`config.mk`:
```
export PLATFORM = sky130hd
export DESIGN_NAME = ppm_frame_encoder_core_flat
export DESIGN_NICKNAME = d
export VERILOG_FILES = /design/src/design/ppmfe_pkg.sv /design/src/design/ppmfe_in_if.sv /design/src/design/ppmfe_out_if.sv /design/src/design/ppmfe_front.sv /design/src/design/ppmfe_queue.sv /design/src/design/ppmfe_back.sv /design/src/design/ppm_frame_encoder_core.sv /design/src/flat_wrapper.sv
export SDC_FILE = /design/constraint.sdc
export NUM_CORES = 1
export LEC_CHECK = 0
export CAP_MARGIN = 20
export CORE_ASPECT_RATIO = 1.25
export CORE_MARGIN = 3
export CORE_UTILIZATION = 60
export DETAILED_ROUTE_END_ITERATION = 8
export DONT_BUFFER_PORTS = 1
export HOLD_SLACK_MARGIN = 0.1
export PLACE_DENSITY = 0.84
export SYNTH_ARGS = -nofsm -noshare
export SYNTH_HDL_FRONTEND = slang
export SYNTH_SLANG_ARGS = --single-unit
```
`constraint.sdc`:
```
create_clock -name i_clk -period 13.4 [get_ports i_clk]
set_input_delay 2.68 -clock i_clk [delete_from_list [all_inputs] [get_ports i_clk]]
set_output_delay 2.68 -clock i_clk [all_outputs]
set_load 0.005 [all_outputs]
```
`src/design/ppmfe_pkg.sv`:
```
// ============================================================================
// PPM frame encoder package
// Shared constants, configuration register codes and the request format
// that passes from the front part to the back part.
// ============================================================================
package ppmfe_pkg;

    // Fixed timing constants of the encoder.
    localparam int TICKS_PER_US = 2;
    localparam int INPUT_SHIFT  = 1;
    localparam int CENTER_US    = 1500;
    localparam int MAX_CHANNELS = 16;

    // Field widths.
    localparam int CH_W       = 13;
    localparam int TICK_W     = 16;
    localparam int ACC_W      = 18;
    localparam int IDX_W      = 5;
    localparam int CFG_IDX_W  = 3;
    localparam int CFG_DATA_W = 5;

    // Request queue between front and back.
    localparam int QUEUE_DEPTH = 4;
    localparam int QUEUE_AW    = 2;

    // Channel width and frame arithmetic in ticks, and channel count limits.
    localparam logic signed [14:0] CENTER_TICKS = 15'(CENTER_US * TICKS_PER_US);
    localparam logic signed [14:0] RANGE_STD    = 15'(512 * 2);
    localparam logic signed [14:0] RANGE_EXT    = 15'(640 * 2);
    localparam logic [TICK_W-1:0]  SYNC_STEP    = 16'(50 * TICKS_PER_US);
    localparam logic [TICK_W-1:0]  SYNC_BASE    = 16'(300 * TICKS_PER_US);
    localparam logic [ACC_W-1:0]   FRAME_BASE   = 18'(22500 * TICKS_PER_US);
    localparam logic [ACC_W-1:0]   FRAME_STEP   = 18'(1000 * TICKS_PER_US);
    localparam logic [ACC_W-1:0]   REST_MIN     = 18'(9000);
    localparam logic [ACC_W-1:0]   REST_MAX     = 18'(65535);
    localparam logic [IDX_W-1:0]   COUNT_MAX    = 5'(MAX_CHANNELS);
    localparam logic [IDX_W-1:0]   COUNT_RESET  = 5'd8;

    // Configuration register indexes.
    localparam logic [CFG_IDX_W-1:0] CFG_EXT_RANGE     = 3'd0;
    localparam logic [CFG_IDX_W-1:0] CFG_SYNC_DELAY    = 3'd1;
    localparam logic [CFG_IDX_W-1:0] CFG_FRAME_EXTRA   = 3'd2;
    localparam logic [CFG_IDX_W-1:0] CFG_CHANNEL_COUNT = 3'd3;
    localparam logic [CFG_IDX_W-1:0] CFG_IDLE_LEVEL    = 3'd4;

    // Configuration register set.
    typedef struct packed {
        logic       ext_range;
        logic [3:0] sync_delay;
        logic [3:0] frame_extra;
        logic [4:0] channel_count;
        logic       idle_level;
    } t_cfg;

    // One channel request: the intervals it produces, already computed.
    typedef struct packed {
        logic [TICK_W-1:0] sync_ticks;
        logic [TICK_W-1:0] rem_ticks;
        logic [TICK_W-1:0] rest_ticks;
        logic              last;
        logic              idle;
    } t_cmd;

endpackage

```
`src/design/ppmfe_in_if.sv`:
```
// ============================================================================
// PPM frame encoder input channel
// Valid/ready channel that carries one signed channel value per request.
// ============================================================================
interface ppmfe_in_if;
    import ppmfe_pkg::*;

    logic                   valid;
    logic                   ready;
    logic signed [CH_W-1:0] channel_value;

    modport source (output valid, output channel_value, input ready);
    modport sink   (input valid, input channel_value, output ready);
endinterface

```
`src/design/ppmfe_out_if.sv`:
```
// ============================================================================
// PPM frame encoder output channel
// Valid/ready channel that carries one timed pin interval per request.
// ============================================================================
interface ppmfe_out_if;
    import ppmfe_pkg::*;

    logic              valid;
    logic              ready;
    logic [TICK_W-1:0] interval_ticks;
    logic              pin_level;
    logic              frame_end;

    modport source (output valid, output interval_ticks, output pin_level,
                    output frame_end, input ready);
    modport sink   (input valid, input interval_ticks, input pin_level,
                    input frame_end, output ready);
endinterface

```
`src/design/ppmfe_front.sv`:
```
// ============================================================================
// PPM frame encoder front part
// Accepts channel values, computes channel width, sync and remainder, keeps
// the frame position and the unused frame length, and emits one request.
// ============================================================================
module ppmfe_front import ppmfe_pkg::*; (
    input  logic                   i_clk,
    input  logic                   i_rst_n,
    input  t_cfg                   i_cfg,
    input  logic                   i_valid,
    output logic                   o_ready,
    input  logic signed [CH_W-1:0] i_channel_value,
    input  logic                   i_queue_full,
    output logic                   o_push,
    output t_cmd                   o_cmd
);

    logic [IDX_W-1:0]   r_index, n_index;
    logic [ACC_W-1:0]   r_acc, n_acc;

    logic signed [14:0] ch_shift;
    logic signed [14:0] ch_clamp;
    logic signed [14:0] lim;
    logic signed [14:0] width_s;
    logic [13:0]        width;
    logic [TICK_W-1:0]  sync_q;
    logic [TICK_W-1:0]  rem_q;
    logic [TICK_W-1:0]  rest_q;
    logic [TICK_W-1:0]  width16;
    logic [ACC_W-1:0]   width18;
    logic [ACC_W-1:0]   acc_base;
    logic [ACC_W-1:0]   acc_in;
    logic [IDX_W-1:0]   count_eff;
    logic               last;

    // The queue sets the pace of the input side.
    assign o_ready = !i_queue_full;
    assign o_push  = i_valid && !i_queue_full;

    // Shift, clamp and center the channel value.
    always_comb begin
        ch_shift = $signed({{2{i_channel_value[CH_W-1]}}, i_channel_value}) >>> INPUT_SHIFT;
        lim      = i_cfg.ext_range ? RANGE_EXT : RANGE_STD;
        ch_clamp = ch_shift;
        if (ch_shift < -lim) begin
            ch_clamp = -lim;
        end
        if (ch_shift > lim) begin
            ch_clamp = lim;
        end
        width_s = ch_clamp + CENTER_TICKS;
        width   = width_s[14] ? 14'd0 : width_s[13:0];
        width16 = 16'(width);
        width18 = 18'(width);
    end

    // Sync pulse length and the remainder of the channel slot.
    always_comb begin
        sync_q = 16'(i_cfg.sync_delay) * SYNC_STEP + SYNC_BASE;
        rem_q  = (width16 > sync_q) ? width16 - sync_q : '0;
    end

    // Frame position and unused frame length.
    always_comb begin
        acc_base = FRAME_BASE + 18'(i_cfg.frame_extra) * FRAME_STEP;
        acc_in   = (r_index == '0) ? acc_base : r_acc;
        n_acc    = (acc_in > width18) ? acc_in - width18 : '0;

        if (i_cfg.channel_count == '0) begin
            count_eff = 5'd1;
        end else if (i_cfg.channel_count > COUNT_MAX) begin
            count_eff = COUNT_MAX;
        end else begin
            count_eff = i_cfg.channel_count;
        end

        last    = ({1'b0, r_index} + 6'd1) >= {1'b0, count_eff};
        n_index = last ? '0 : r_index + 5'd1;

        if (n_acc < REST_MIN) begin
            rest_q = REST_MIN[TICK_W-1:0];
        end else if (n_acc > REST_MAX) begin
            rest_q = REST_MAX[TICK_W-1:0];
        end else begin
            rest_q = n_acc[TICK_W-1:0];
        end
    end

    // Request handed to the queue.
    assign o_cmd = '{sync_ticks: sync_q, rem_ticks: rem_q, rest_ticks: rest_q,
                     last: last, idle: i_cfg.idle_level};

    // State advances with each accepted request.
    always_ff @(posedge i_clk) begin
        if (!i_rst_n) begin
            r_index <= '0;
            r_acc   <= '0;
        end else if (o_push) begin
            r_index <= n_index;
            r_acc   <= n_acc;
        end
    end

endmodule

```
`src/design/ppmfe_queue.sv`:
```
// ============================================================================
// PPM frame encoder request queue
// Short first-in first-out queue that decouples the front and back parts.
// ============================================================================
module ppmfe_queue import ppmfe_pkg::*; (
    input  logic i_clk,
    input  logic i_rst_n,
    input  logic i_push,
    input  t_cmd i_cmd,
    input  logic i_pop,
    output logic o_full,
    output logic o_empty,
    output t_cmd o_head
);

    t_cmd                r_mem [QUEUE_DEPTH];
    logic [QUEUE_AW-1:0] r_wr_ptr;
    logic [QUEUE_AW-1:0] r_rd_ptr;
    logic [QUEUE_AW:0]   r_count;

    assign o_full  = (r_count == (QUEUE_AW+1)'(QUEUE_DEPTH));
    assign o_empty = (r_count == '0);
    assign o_head  = r_mem[r_rd_ptr];

    // Storage needs no reset; entries are only read once written.
    always_ff @(posedge i_clk) begin
        if (i_push) begin
            r_mem[r_wr_ptr] <= i_cmd;
        end
    end

    // Pointers and fill count.
    always_ff @(posedge i_clk) begin
        if (!i_rst_n) begin
            r_wr_ptr <= '0;
            r_rd_ptr <= '0;
            r_count  <= '0;
        end else begin
            if (i_push) begin
                r_wr_ptr <= r_wr_ptr + 1'b1;
            end
            if (i_pop) begin
                r_rd_ptr <= r_rd_ptr + 1'b1;
            end
            if (i_push && !i_pop) begin
                r_count <= r_count + 1'b1;
            end else if (!i_push && i_pop) begin
                r_count <= r_count - 1'b1;
            end
        end
    end

endmodule

```
`src/design/ppmfe_back.sv`:
```
// ============================================================================
// PPM frame encoder back part
// Walks the head request through its intervals and drives the registered
// output channel, one interval per cycle unless stalled or out of requests.
// ============================================================================
module ppmfe_back import ppmfe_pkg::*; (
    input  logic              i_clk,
    input  logic              i_rst_n,
    input  logic              i_empty,
    input  t_cmd              i_head,
    output logic              o_pop,
    output logic              o_valid,
    input  logic              i_ready,
    output logic [TICK_W-1:0] o_interval_ticks,
    output logic              o_pin_level,
    output logic              o_frame_end
);

    typedef enum logic [1:0] {
        PH_SYNC,
        PH_REM,
        PH_SYNC_END,
        PH_REST
    } t_phase;

    t_phase            r_phase, n_phase;
    logic              r_valid;
    logic [TICK_W-1:0] r_ticks, n_ticks;
    logic              r_level, n_level;
    logic              r_end, n_end;
    logic              advance;
    logic              done;

    // Output register loads when empty or being drained and a request waits.
    assign advance = (!r_valid || i_ready) && !i_empty;
    assign o_pop   = advance && done;

    // Select the interval for the current phase.
    always_comb begin
        n_ticks = i_head.sync_ticks;
        n_level = !i_head.idle;
        n_end   = 1'b0;
        done    = 1'b0;
        n_phase = r_phase;
        unique case (r_phase)
            PH_SYNC: begin
                n_phase = PH_REM;
            end
            PH_REM: begin
                n_ticks = i_head.rem_ticks;
                n_level = i_head.idle;
                done    = !i_head.last;
                n_phase = i_head.last ? PH_SYNC_END : PH_SYNC;
            end
            PH_SYNC_END: begin
                n_phase = PH_REST;
            end
            PH_REST: begin
                n_ticks = i_head.rest_ticks;
                n_level = i_head.idle;
                n_end   = 1'b1;
                done    = 1'b1;
                n_phase = PH_SYNC;
            end
            default: begin
                n_phase = PH_SYNC;
            end
        endcase
    end

    // Phase and output register.
    always_ff @(posedge i_clk) begin
        if (!i_rst_n) begin
            r_phase <= PH_SYNC;
            r_valid <= 1'b0;
        end else begin
            if (advance) begin
                r_phase <= n_phase;
                r_valid <= 1'b1;
                r_ticks <= n_ticks;
                r_level <= n_level;
                r_end   <= n_end;
            end else if (i_ready) begin
                r_valid <= 1'b0;
            end
        end
    end

    assign o_valid          = r_valid;
    assign o_interval_ticks = r_ticks;
    assign o_pin_level      = r_level;
    assign o_frame_end      = r_end;

endmodule

```
`src/design/ppm_frame_encoder_core.sv`:
```
// ============================================================================
// PPM frame encoder core
// Turns channel values into timed pin intervals of a PPM frame: a sync pulse
// and remainder per channel, then a closing sync pulse and the frame rest.
// ============================================================================
// Path: accepted request to the queue, then first interval to the output
// register; one interval per cycle unless stalled, two per channel, four
// for the closing one; a 4-entry queue takes back-to-back requests until full.
// Reset: synchronous; clears frame position, queue and output valid, and
// loads the register reset values (channel count 8, all others 0).
module ppm_frame_encoder_core import ppmfe_pkg::*; (
    input  logic                  i_clk,
    input  logic                  i_rst_n,
    ppmfe_in_if.sink              i_in,
    ppmfe_out_if.source           o_out,
    input  logic                  i_cfg_we,
    input  logic [CFG_IDX_W-1:0]  i_cfg_index,
    input  logic [CFG_DATA_W-1:0] i_cfg_data
);

    t_cfg r_cfg;
    t_cmd front_cmd;
    t_cmd head_cmd;
    logic push;
    logic pop;
    logic full;
    logic empty;

    // Configuration registers.
    always_ff @(posedge i_clk) begin
        if (!i_rst_n) begin
            r_cfg.ext_range     <= 1'b0;
            r_cfg.sync_delay    <= '0;
            r_cfg.frame_extra   <= '0;
            r_cfg.channel_count <= COUNT_RESET;
            r_cfg.idle_level    <= 1'b0;
        end else if (i_cfg_we) begin
            unique case (i_cfg_index)
                CFG_EXT_RANGE:     r_cfg.ext_range     <= i_cfg_data[0];
                CFG_SYNC_DELAY:    r_cfg.sync_delay    <= i_cfg_data[3:0];
                CFG_FRAME_EXTRA:   r_cfg.frame_extra   <= i_cfg_data[3:0];
                CFG_CHANNEL_COUNT: r_cfg.channel_count <= i_cfg_data[4:0];
                CFG_IDLE_LEVEL:    r_cfg.idle_level    <= i_cfg_data[0];
                default: begin
                end
            endcase
        end
    end

    // Front part: clamp and compute.
    ppmfe_front u_front (
        .i_clk           (i_clk),
        .i_rst_n         (i_rst_n),
        .i_cfg           (r_cfg),
        .i_valid         (i_in.valid),
        .o_ready         (i_in.ready),
        .i_channel_value (i_in.channel_value),
        .i_queue_full    (full),
        .o_push          (push),
        .o_cmd           (front_cmd)
    );

    // Request queue.
    ppmfe_queue u_queue (
        .i_clk   (i_clk),
        .i_rst_n (i_rst_n),
        .i_push  (push),
        .i_cmd   (front_cmd),
        .i_pop   (pop),
        .o_full  (full),
        .o_empty (empty),
        .o_head  (head_cmd)
    );

    // Back part: interval sequencing and output register.
    ppmfe_back u_back (
        .i_clk            (i_clk),
        .i_rst_n          (i_rst_n),
        .i_empty          (empty),
        .i_head           (head_cmd),
        .o_pop            (pop),
        .o_valid          (o_out.valid),
        .i_ready          (o_out.ready),
        .o_interval_ticks (o_out.interval_ticks),
        .o_pin_level      (o_out.pin_level),
        .o_frame_end      (o_out.frame_end)
    );

endmodule
```
`src/flat_wrapper.sv`:
```
// flat-port wrapper written by rule: the top's interface ports become plain ports
module ppm_frame_encoder_core_flat import ppmfe_pkg::*;
  (i_clk, i_rst_n, i_cfg_we, i_cfg_index, i_cfg_data, i_in_valid, i_in_channel_value, i_in_ready, o_out_valid, o_out_interval_ticks, o_out_pin_level, o_out_frame_end, o_out_ready);
  ppmfe_in_if i_in_i ();
  ppmfe_out_if o_out_i ();
  input  logic i_clk;
  input  logic i_rst_n;
  input  logic i_cfg_we;
  input  logic [CFG_IDX_W-1:0] i_cfg_index;
  input  logic [CFG_DATA_W-1:0] i_cfg_data;
  input wire logic [$bits(i_in_i.valid)-1:0] i_in_valid;
  input wire logic [$bits(i_in_i.channel_value)-1:0] i_in_channel_value;
  output wire logic [$bits(i_in_i.ready)-1:0] i_in_ready;
  output wire logic [$bits(o_out_i.valid)-1:0] o_out_valid;
  output wire logic [$bits(o_out_i.interval_ticks)-1:0] o_out_interval_ticks;
  output wire logic [$bits(o_out_i.pin_level)-1:0] o_out_pin_level;
  output wire logic [$bits(o_out_i.frame_end)-1:0] o_out_frame_end;
  input wire logic [$bits(o_out_i.ready)-1:0] o_out_ready;
  assign i_in_i.valid = i_in_valid;
  assign i_in_i.channel_value = i_in_channel_value;
  assign i_in_ready = i_in_i.ready;
  assign o_out_valid = o_out_i.valid;
  assign o_out_interval_ticks = o_out_i.interval_ticks;
  assign o_out_pin_level = o_out_i.pin_level;
  assign o_out_frame_end = o_out_i.frame_end;
  assign o_out_i.ready = o_out_ready;
  ppm_frame_encoder_core u_core (.i_clk(i_clk), .i_rst_n(i_rst_n), .i_in(i_in_i), .o_out(o_out_i), .i_cfg_we(i_cfg_we), .i_cfg_index(i_cfg_index), .i_cfg_data(i_cfg_data));
endmodule
```
Word-level counts from Yosys, hierarchy flattened
Memories as Yosys holds them, arrays and structs flattened. A register that Yosys moved wholly into a read port is not among the register bits.
Cells that the tools add are included.
{"block": "totals", "reg_bits": 66, "ramBits": 184, "inputBits": 26, "output_inout_bits": 20, "wordCells": 99, "memories": 1}
{"block": "op_classes", "addsub": 12, "mul": 2, "n_lt_le_gt_ge": 8, "eq_ne": 8, "mux": 26, "reduce_logical": 27}
{"memory": "u_core.u_queue.r_mem", "words": 4, "width": 46, "rd": 1, "rd_clocked_by_memory_dff": 1, "wr": 1, "line": "ppmfe_queue.sv:16", "text": "t_cmd r_mem [QUEUE_DEPTH];"}
{"cell": "$mux W16", "n": 3}
{"cell": "$mux W18", "n": 2}
{"cell": "$pmux W16 S2", "n": 1}
{"cell": "$mux W15", "n": 2}
{"cell": "$gt A18 B14 Y1", "n": 1}
{"cell": "$gt A18 B16 Y1 const B", "n": 1}
{"cell": "$lt A18 B14 Y1 const B", "n": 1}
{"cell": "$sub A18 B14 Y18", "n": 1}
{"cell": "$add A16 B15 Y17 const A", "n": 1}
{"cell": "$add A15 B13 Y15 const B", "n": 1}
{"cell": "$lt A12 B15 Y1", "n": 1}
{"cell": "$mux W5", "n": 3}
{"cell": "$neg A11 Y15", "n": 1}
{"cell": "$sub A14 B12 Y15", "n": 1}
{"cell": "$gt A14 B12 Y1", "n": 1}
{"cell": "$mux W14", "n": 1}
{"cell": "$add A11 B10 Y12 const B", "n": 1}
{"cell": "$gt A12 B12 Y1", "n": 1}
{"cell": "$reduce_and A2 Y1", "n": 6}
{"cell": "$mul A4 B7 Y11 const B", "n": 1}
{"cell": "$logic_not A5 Y1", "n": 2}
{"cell": "$mul A4 B5 Y9 const B", "n": 1}
{"cell": "$mux W9", "n": 1}
{"cell": "$pmux W2 S4", "n": 1}
{"cell": "23 further kinds", "n": 47}

Logic depth before layout (Yosys ltp)
Gate-level depths: netlist of run 1.
{"block": "depth", "word_depth": 12, "ltp_mapped": 28, "mapped_depth_nobuf": 25}

Modules after synthesis
A second synthesis of run 1 with hierarchy kept.
{"block": "hier_totals", "cells_unflattened": 1069, "area_unflattened_um2": 13867.0}
{"mod": "ppmfe_queue", "instances": 1, "cells_each": 305, "area_each_um2": 7717.4, "seq_area_each_um2": 6185.9}
{"mod": "ppmfe_front", "instances": 1, "cells_each": 613, "area_each_um2": 4474.3, "seq_area_each_um2": 460.4}
{"mod": "ppmfe_back", "instances": 1, "cells_each": 91, "area_each_um2": 1061.0, "seq_area_each_um2": 600.6}
{"mod": "ppm_frame_encoder_core", "instances": 1, "cells_each": 60, "area_each_um2": 614.3, "seq_area_each_um2": 300.3}

Worst setup path after synthesis of run 1
No wires, ideal clock.
{"block": "synth_timing", "path_type": "input -> register", "startpoint": "in i_in_channel_value[9]", "endpoint": "mem u_core.u_queue.r_mem[0][16] (netlist bit) (data pin)", "setup_ns": 0.275, "arrival_ns": 7.044, "required_time_ns": 13.125, "path_slack_ns": 6.081, "stages": 27, "n_path_buf": 4, "path_cell_list": "inv_1 ha_1 nor4b_1 a31oi_1 o21bai_1 and2_1 clkbuf_1 clkbuf_1 nand2_1 ha_1 a21boi_0 nor2_1 a31o_2 nor2b_1 o21ai_0 o21ai_0 ha_1 a21oi_1 o21ai_0 a21oi_1 o21ai_0 inv_1 o21ai_0 a311oi_1 buf_2 buf_4 a21oi_1"}
{"element": "start, declared", "line": "flat_wrapper.sv:12", "text": "input wire logic [$bits(i_in_i.channel_value)-1:0] i_in_channel_value;"}
{"element": "end, declared", "line": "ppmfe_queue.sv:16"}

==> flow_metrics.tcl, run 1 <==
set metrics [dict create \
    path_clk_slew_ns 0.07 \
    hp-start "u_core.u_queue.r_wr_ptr[1]" \
    start_kind "primary input" \
    seqPwrFrac_pct 43.0 \
    swShare_pct 33.55 \
    comb_power_share_pct 32.0 \
    io_buffers 0 \
    grt_pass1_wl_um 42680 \
    core_um2 20320 \
    use_met1_pct 30.58 \
    clock-root-buffer "clkbuf_16" \
    ys_warn_count 0 \
    num_io_pins 46 \
    async_flop_share_pct 0 \
    fin_cells 1302 \
    slew_headroom_pct 36.23 \
    holdWs_ns 0.5055 \
    cp_max_fo 20 \
    p_clk_share_pct 25.1 \
    status "complete, no violations" \
    arrival_ns 8.33 \
    finalSetupViolations 0 \
    hold_end "u_core.u_queue.r_wr_ptr[1]" \
    reg2reg_from "u_core.r_cfg[14]" \
    clkLatencyLatePin_ns 0.53 \
    max-cap-violations 0 \
    hold_class "register to register" \
    drive_gt1_share_pct 12.11 \
    fp-row-count 58 \
    intPower_mw 1.685 \
    cp-end-kind "register" \
    syn2layout_area_growth_pct 8.388 \
    ant_nets 0 \
    start_util_pct 61.51 \
    grt_overflow_total 0 \
    r2r_cells 24 \
    post-route-drc-count 0 \
    gr-usage-met2_pct 41.77 \
    finalCriticalPeriod_ns 8.138 \
    avgViaCountPerCell 6.142 \
    antenna_found_initial 0 \
    drt-initial-drc-count 680 \
    powerDensity_nw_per_um2 187.1 \
    cts_buffers 24 \
    grt_max_degree 51 \
    synthesis.area_um2 12500 \
    finalWeightedCongestion 0.8856 \
    seq_area_frac_synth_pct 53.65 \
    worst_slack_ns 5.262 \
    vdd_ir_drop_max_uv 122.2 \
    hpwl_um 17770 \
    rrSetupSlack_ns 7.11 \
    post_cts_buffers 0 \
    tightest_slew_ns 0.9545 \
    synthCells 1016 \
    nNetsFinal 1115 \
    p_switching_mw 0.8507 \
    final_area_um2 13550 \
    layout_worst_path_cycle_share_pct 60.73 \
    cp.required_ns 13.60 \
    pre_cts_ws_ns 4.936 \
    slew_violations 0 \
    final_util_pct 66.67 \
    die_x_um 135.1 \
    hold_buffers 0 \
    grtUsageTotal_pct 23.94 \
    antenna_cells 0 \
    cts_max_path_buffers 3 \
    place_area_um2 12780 \
    die_h_um 167.4 \
    n_fill_cell 1440 \
    finClkSkew_ns 0.02598 \
    timing.rr.end "u_core.u_queue.r_mem[1][5]" \
    synth_edf_count 190 \
    startpoint "i_in_channel_value[9]" \
    ys_types 73 \
    cts_resized 0 \
    routed_wl_um 27010 \
    drtPass1Iterations 5 \
    num_vias 7997 \
    dieArea_um2 22610 \
    holdPathStages 2 \
    met3_usage_pct 3.425 \
    cts_tree "done" \
    hold_viol_final 0 \
    clock.fmax_mhz 122.9 \
    rsz0062_at_grt "false" \
    htreeDepth 1 \
    avgSynthCellArea_um2 12.30 \
    synthFlopType "edfxtp_1" \
    tns_ns 0 \
    power.leakage_nw 4.968 \
    wl_per_cell_um 20.74 \
    synth_seq_cells 240 \
    critical_path_class "primary input to register" \
    busiest_layer "met2" \
    grt_pass1_vias 8036 \
    place_inst 1257 \
    power_mw 2.535 \
    cts.sinks 240 \
]
cells in the mapped netlist, types with 4 or more instances:
cell	count	area (um2)
buf_2	4	20.02
fa_1	11	220.2
a31oi_1	18	112.6
o211ai_1	4	30.03
edfxtp_1	190	5705
xnor2_1	28	245.2
and2_1	20	125.1
and3_1	8	50.05
mux2i_1	13	130.1
inv_1	62	232.7
ha_1	64	800.8
clkbuf_1	29	108.9
mux4_2	43	968.4
a21boi_0	13	97.59
nand2b_1	11	68.82
nor2b_1	49	306.5
nand3_1	16	80.08
o31ai_1	5	37.54
nand2_1	94	352.8
xor2_1	19	166.4
nor2_1	59	221.5
a21oi_1	46	230.2
nand4_1	4	25.02
nor3b_1	4	30.03
dfxtp_1	50	1001
o21ai_0	34	170.2
o21a_1	5	37.54
nand3b_1	4	30.03
a211oi_2	7	87.58
a21o_1	7	52.55
nor3_1	27	135.1
buf_1	6	22.52
metal layers:
| metal | wire (um) | up-vias |
|---|---|---|
| li1 | - | 3726 |
| met1 | 10310 | 3897 |
| met2 | 13940 | 316 |
| met3 | 1760 | 58 |
| met4 | 993 | 0 |
| met5 | 0 | - |
final cells by class:
cell class | instances | area, um2 | area share (%)
sequential | 240 | 6709 | 49.52
clock inverter | 14 | 103.9 | 0.7665
inverter | 63 | 236.5 | 1.745
timing repair buffer | 10 | 87.58 | 0.6465
multi-input combinational | 675 | 5430 | 40.08
tap | 270 | 337.8 | 2.494
clock buffer | 30 | 643.1 | 4.747
power groups by stage:
stage	Sequential [mW]	Clock (mW)	Combinational [mW]
2_1_floorplan	1.08	0	0.610
3_3_place_gp	1.09	0	0.759
3_5_place_dp	1.10	0	0.792
4_1_cts	1.09	0.644	0.805
5_1_grt	1.10	0.668	0.891
6_report	1.09	0.636	0.811
kinds of logic after synthesis:
kind of cell,Yosys count,synth area share (%)
buf+inv,104,3.223
simple gates,313,12.62
compound gates,176,9.790
xor+xnor,48,3.424
flops,240,53.65
fa+ha+maj,75,8.168
mux,59,9.089
other cells,1,0.03000
state kept, by name, summed over array words and instances (netlist names), named ones only:
| name | count |
|---|---|
| u_core.u_queue.r_mem | 172 |
| u_core.u_queue.r_rd_ptr | 2 |
| u_core.u_back.r_phase | 1 |
| u_core.u_queue.r_count | 3 |
| u_core.u_back.o_pin_level | 1 |
| u_core.u_front.r_index | 5 |
| u_core.r_cfg | 15 |
| u_core.u_back.o_frame_end | 1 |
| u_core.u_queue.r_wr_ptr | 2 |
| u_core.u_back.o_valid | 1 |
| u_core.u_front.r_acc | 18 |
| u_core.u_back.o_interval_ticks | 16 |
placed cells by master (no fill, tap or decap), drive strengths merged, types with 20 or more instances in the layout:
master  Yosys  final
nand2      94     94
a21oi      47     47
mux4       43     43
inv        62     63
ha         64     64
dfxtp      50     50
and2       20     20
nor2b      49     49
edfxtp    190    190
nor3       27     27
o21ai      36     36
nor2       59     59
clkbuf     29     30
xnor2      29     29
worst max-delay path: stages:
cell,delay (ns)
inv_1,0.04
ha_1,0.28
nor4b_1,0.24
a31oi_1,0.13
o21bai_1,0.14
and2_1,0.42
nand2_1,0.11
ha_1,0.23
a21boi_0,0.37
nor2_1,0.08
a31o_2,0.28
nor2b_1,0.13
o21ai_0,0.12
o21ai_0,0.19
ha_1,0.41
nand2_1,0.09
nor2_1,0.15
nand2_1,0.06
o21ai_0,0.44
inv_1,0.20
o21ai_0,0.37
a311oi_4,0.16
buf_4,0.31
nor2b_1,0.36
nand3_1,0.31
worst max path at each step:
stage                                  end  depth (start not counted)
2_1_floorplan  u_core.u_queue.r_mem[0][16]                         27
4_1_cts         u_core.u_queue.r_mem[1][5]                         25
3_3_place_gp    u_core.u_queue.r_mem[0][5]                         25
6_report        u_core.u_queue.r_mem[1][5]                         25
5_1_grt         u_core.u_queue.r_mem[1][5]                         25
3_5_place_dp    u_core.u_queue.r_mem[0][7]                         25
No activity file was read; power rests on OpenSTA's default activity.
==> run 2, diff against run 1 <==
clock period = 7.5 ns   (was 13.4 ns; I/O delays follow)
==> flow_metrics.tcl, run 2 (synthesis gave the netlist of run 1 again) <==
set metrics [dict create \
    status "complete, no violations" \
    largest_reg_flops 172 \
    clock.fmax_mhz 154.0 \
    clock-root-buffer "clkbuf_16" \
    grt_max_degree 51 \
    path_delay_family "compound AO/OA/AOI/OAI gates" \
    cts.sinks 240 \
    cp.required_ns 7.68 \
    cp_max_fo 14 \
    tns_ns 0 \
    start_kind "primary input" \
    reg2reg_from "u_core.r_cfg[8]" \
    clkLatencyLatePin_ns 0.52 \
    p_clk_share_pct 26.4 \
    num_io_pins 46 \
    grt_overflow_total 0 \
    die_h_um 167.4 \
    layout_common_cells "edfxtp_1, nand2_1, ha_1, inv_1, nor2_1" \
    layout_commonest_cell "edfxtp_1" \
    finalWeightedCongestion 0.9231 \
    num_vias 8059 \
    slew_violations 0 \
    grtUsageTotal_pct 24.42 \
    comb_power_share_pct 31.6 \
    holdWs_ns 0.4982 \
    post_cts_buffers 0 \
    htreeDepth 1 \
    critPathSlowestCell "a32o_2" \
    avgViaCountPerCell 6.190 \
    critical_path_class "primary input to register" \
    hold_buffers 0 \
    critPathBufInv 2 \
    max_stage_delay_ns 0.47 \
    fp-row-count 58 \
    antenna_cells 0 \
    die_x_um 135.1 \
    hold_viol_final 0 \
    layout_worst_path_cycle_share_pct 86.58 \
    finalSetupViolations 0 \
    cts_buffers 23 \
    seqPwrFrac_pct 42.0 \
    largest_register "u_core.u_queue.r_mem" \
    grt_pass1_wl_um 43170 \
    tightest_slew_ns 0.9117 \
    cts_tree "done" \
    vdd_ir_drop_max_uv 200.8 \
    drive_gt1_share_pct 12.21 \
    slew_headroom_pct 39.22 \
    wl_per_cell_um 21.23 \
    power_mw 4.644 \
    finClkSkew_ns 0.02814 \
    intPower_mw 3.126 \
    hold_class "register to register" \
    power.leakage_nw 5.008 \
    hp-start "u_core.u_back.o_valid" \
    grt_pass1_vias 7907 \
    ant_nets 0 \
    start_util_pct 61.51 \
    antenna_found_initial 0 \
    drtPass1Iterations 5 \
    core_um2 20320 \
    cts_max_path_buffers 3 \
    nNetsFinal 1116 \
    max-cap-violations 0 \
    arrival_ns 6.67 \
    finalCriticalPeriod_ns 6.494 \
    io_buffers 0 \
    hpwl_um 18440 \
    post-route-drc-count 0 \
    routed_wl_um 27640 \
    swShare_pct 32.67 \
    powerDensity_nw_per_um2 341.4 \
    cts_resized 0 \
    drt-initial-drc-count 759 \
    startpoint "i_in_channel_value[9]" \
    path_clk_slew_ns 0.06 \
    p_switching_mw 1.517 \
    syn2layout_area_growth_pct 8.828 \
    path_cells "inv_1 > ha_1 > nor4b_1 > a31oi_1 > o21bai_1 > and2_1 > nand2_1 > ha_1 > a21boi_0 > nor2_1 > a31o_2 > nor2b_1 > o21ai_0 > o21ai_0 > ha_1 > nand2_1 > nor2_1 > nand2_1 > o21ai_0 > inv_1 > o21ai_2 > a32o_2 > nor2b_1 > nand3_1" \
    cp-end-kind "register" \
    rsz0062_at_grt "false" \
    dieArea_um2 22610 \
]
## run 2: final timing paths
| check | endpoint | slack (ns) | cells after the start |
|---|---|---|---|
| min | u_core.u_back.o_valid | 0.50 | 2 |
| max | u_core.u_queue.r_mem[1][15] | 1.01 | 24 |
| min reg2reg | u_core.u_back.o_valid | 0.50 | 2 |
| max reg2reg | u_core.u_queue.r_mem[1][15] | 1.32 | 18 |
## run 2: area by class of cell
cell class	instances	area [um2]
clock buffers	34	666.9
clock inverters	8	132.6
fillers	1419	6716
inverters	63	236.5
multi-input cells	675	5430
flip-flops and latches	240	6709
well taps	270	337.8
repair buffers	12	90.09
## run 2: tightest hold or removal path: stages (launching register included)
cell	delay (ns)
dfxtp_1	0.33
nand2_1	0.06
a21boi_0	0.06
## run 2: per-stage QoR
step | area [um2] | setup WS [ns] | cells | utilization, %
global route | 13600 | 0.6051 | 1302 | 66.95
CTS | 13600 | 1.064 | 1302 | 66.95
detailed placement | 12800 | 0.5689 | 1260 | 63.01
finish | 13600 | 1.006 | 1302 | 66.95
global placement | 12800 | 0.7760 | 1260 | 63.01
floorplan | 12510 | 1.361 | 1019 | -
## run 2: metal layers
| layer | track usage [%] | up-vias | part of all wire [%] |
|---|---|---|---|
| li1 | - | 3739 | - |
| met1 | 30.34 | 3949 | 38 |
| met2 | 43.65 | 313 | 53 |
| met3 | 3.786 | 58 | 6.4 |
| met4 | 7.935 | 0 | 3.1 |
| met5 | 0 | - | 0 |
## run 2: power groups by stage
stage | sequential [mW] | clock, mW | combinational [mW]
after CTS | 1.95 | 1.24 | 1.46
after detailed placement | 1.97 | 0 | 1.43
after global routing | 1.97 | 1.29 | 1.60
after global placement | 1.95 | 0 | 1.37
after floorplan | 1.93 | 0 | 1.09
final | 1.95 | 1.23 | 1.47
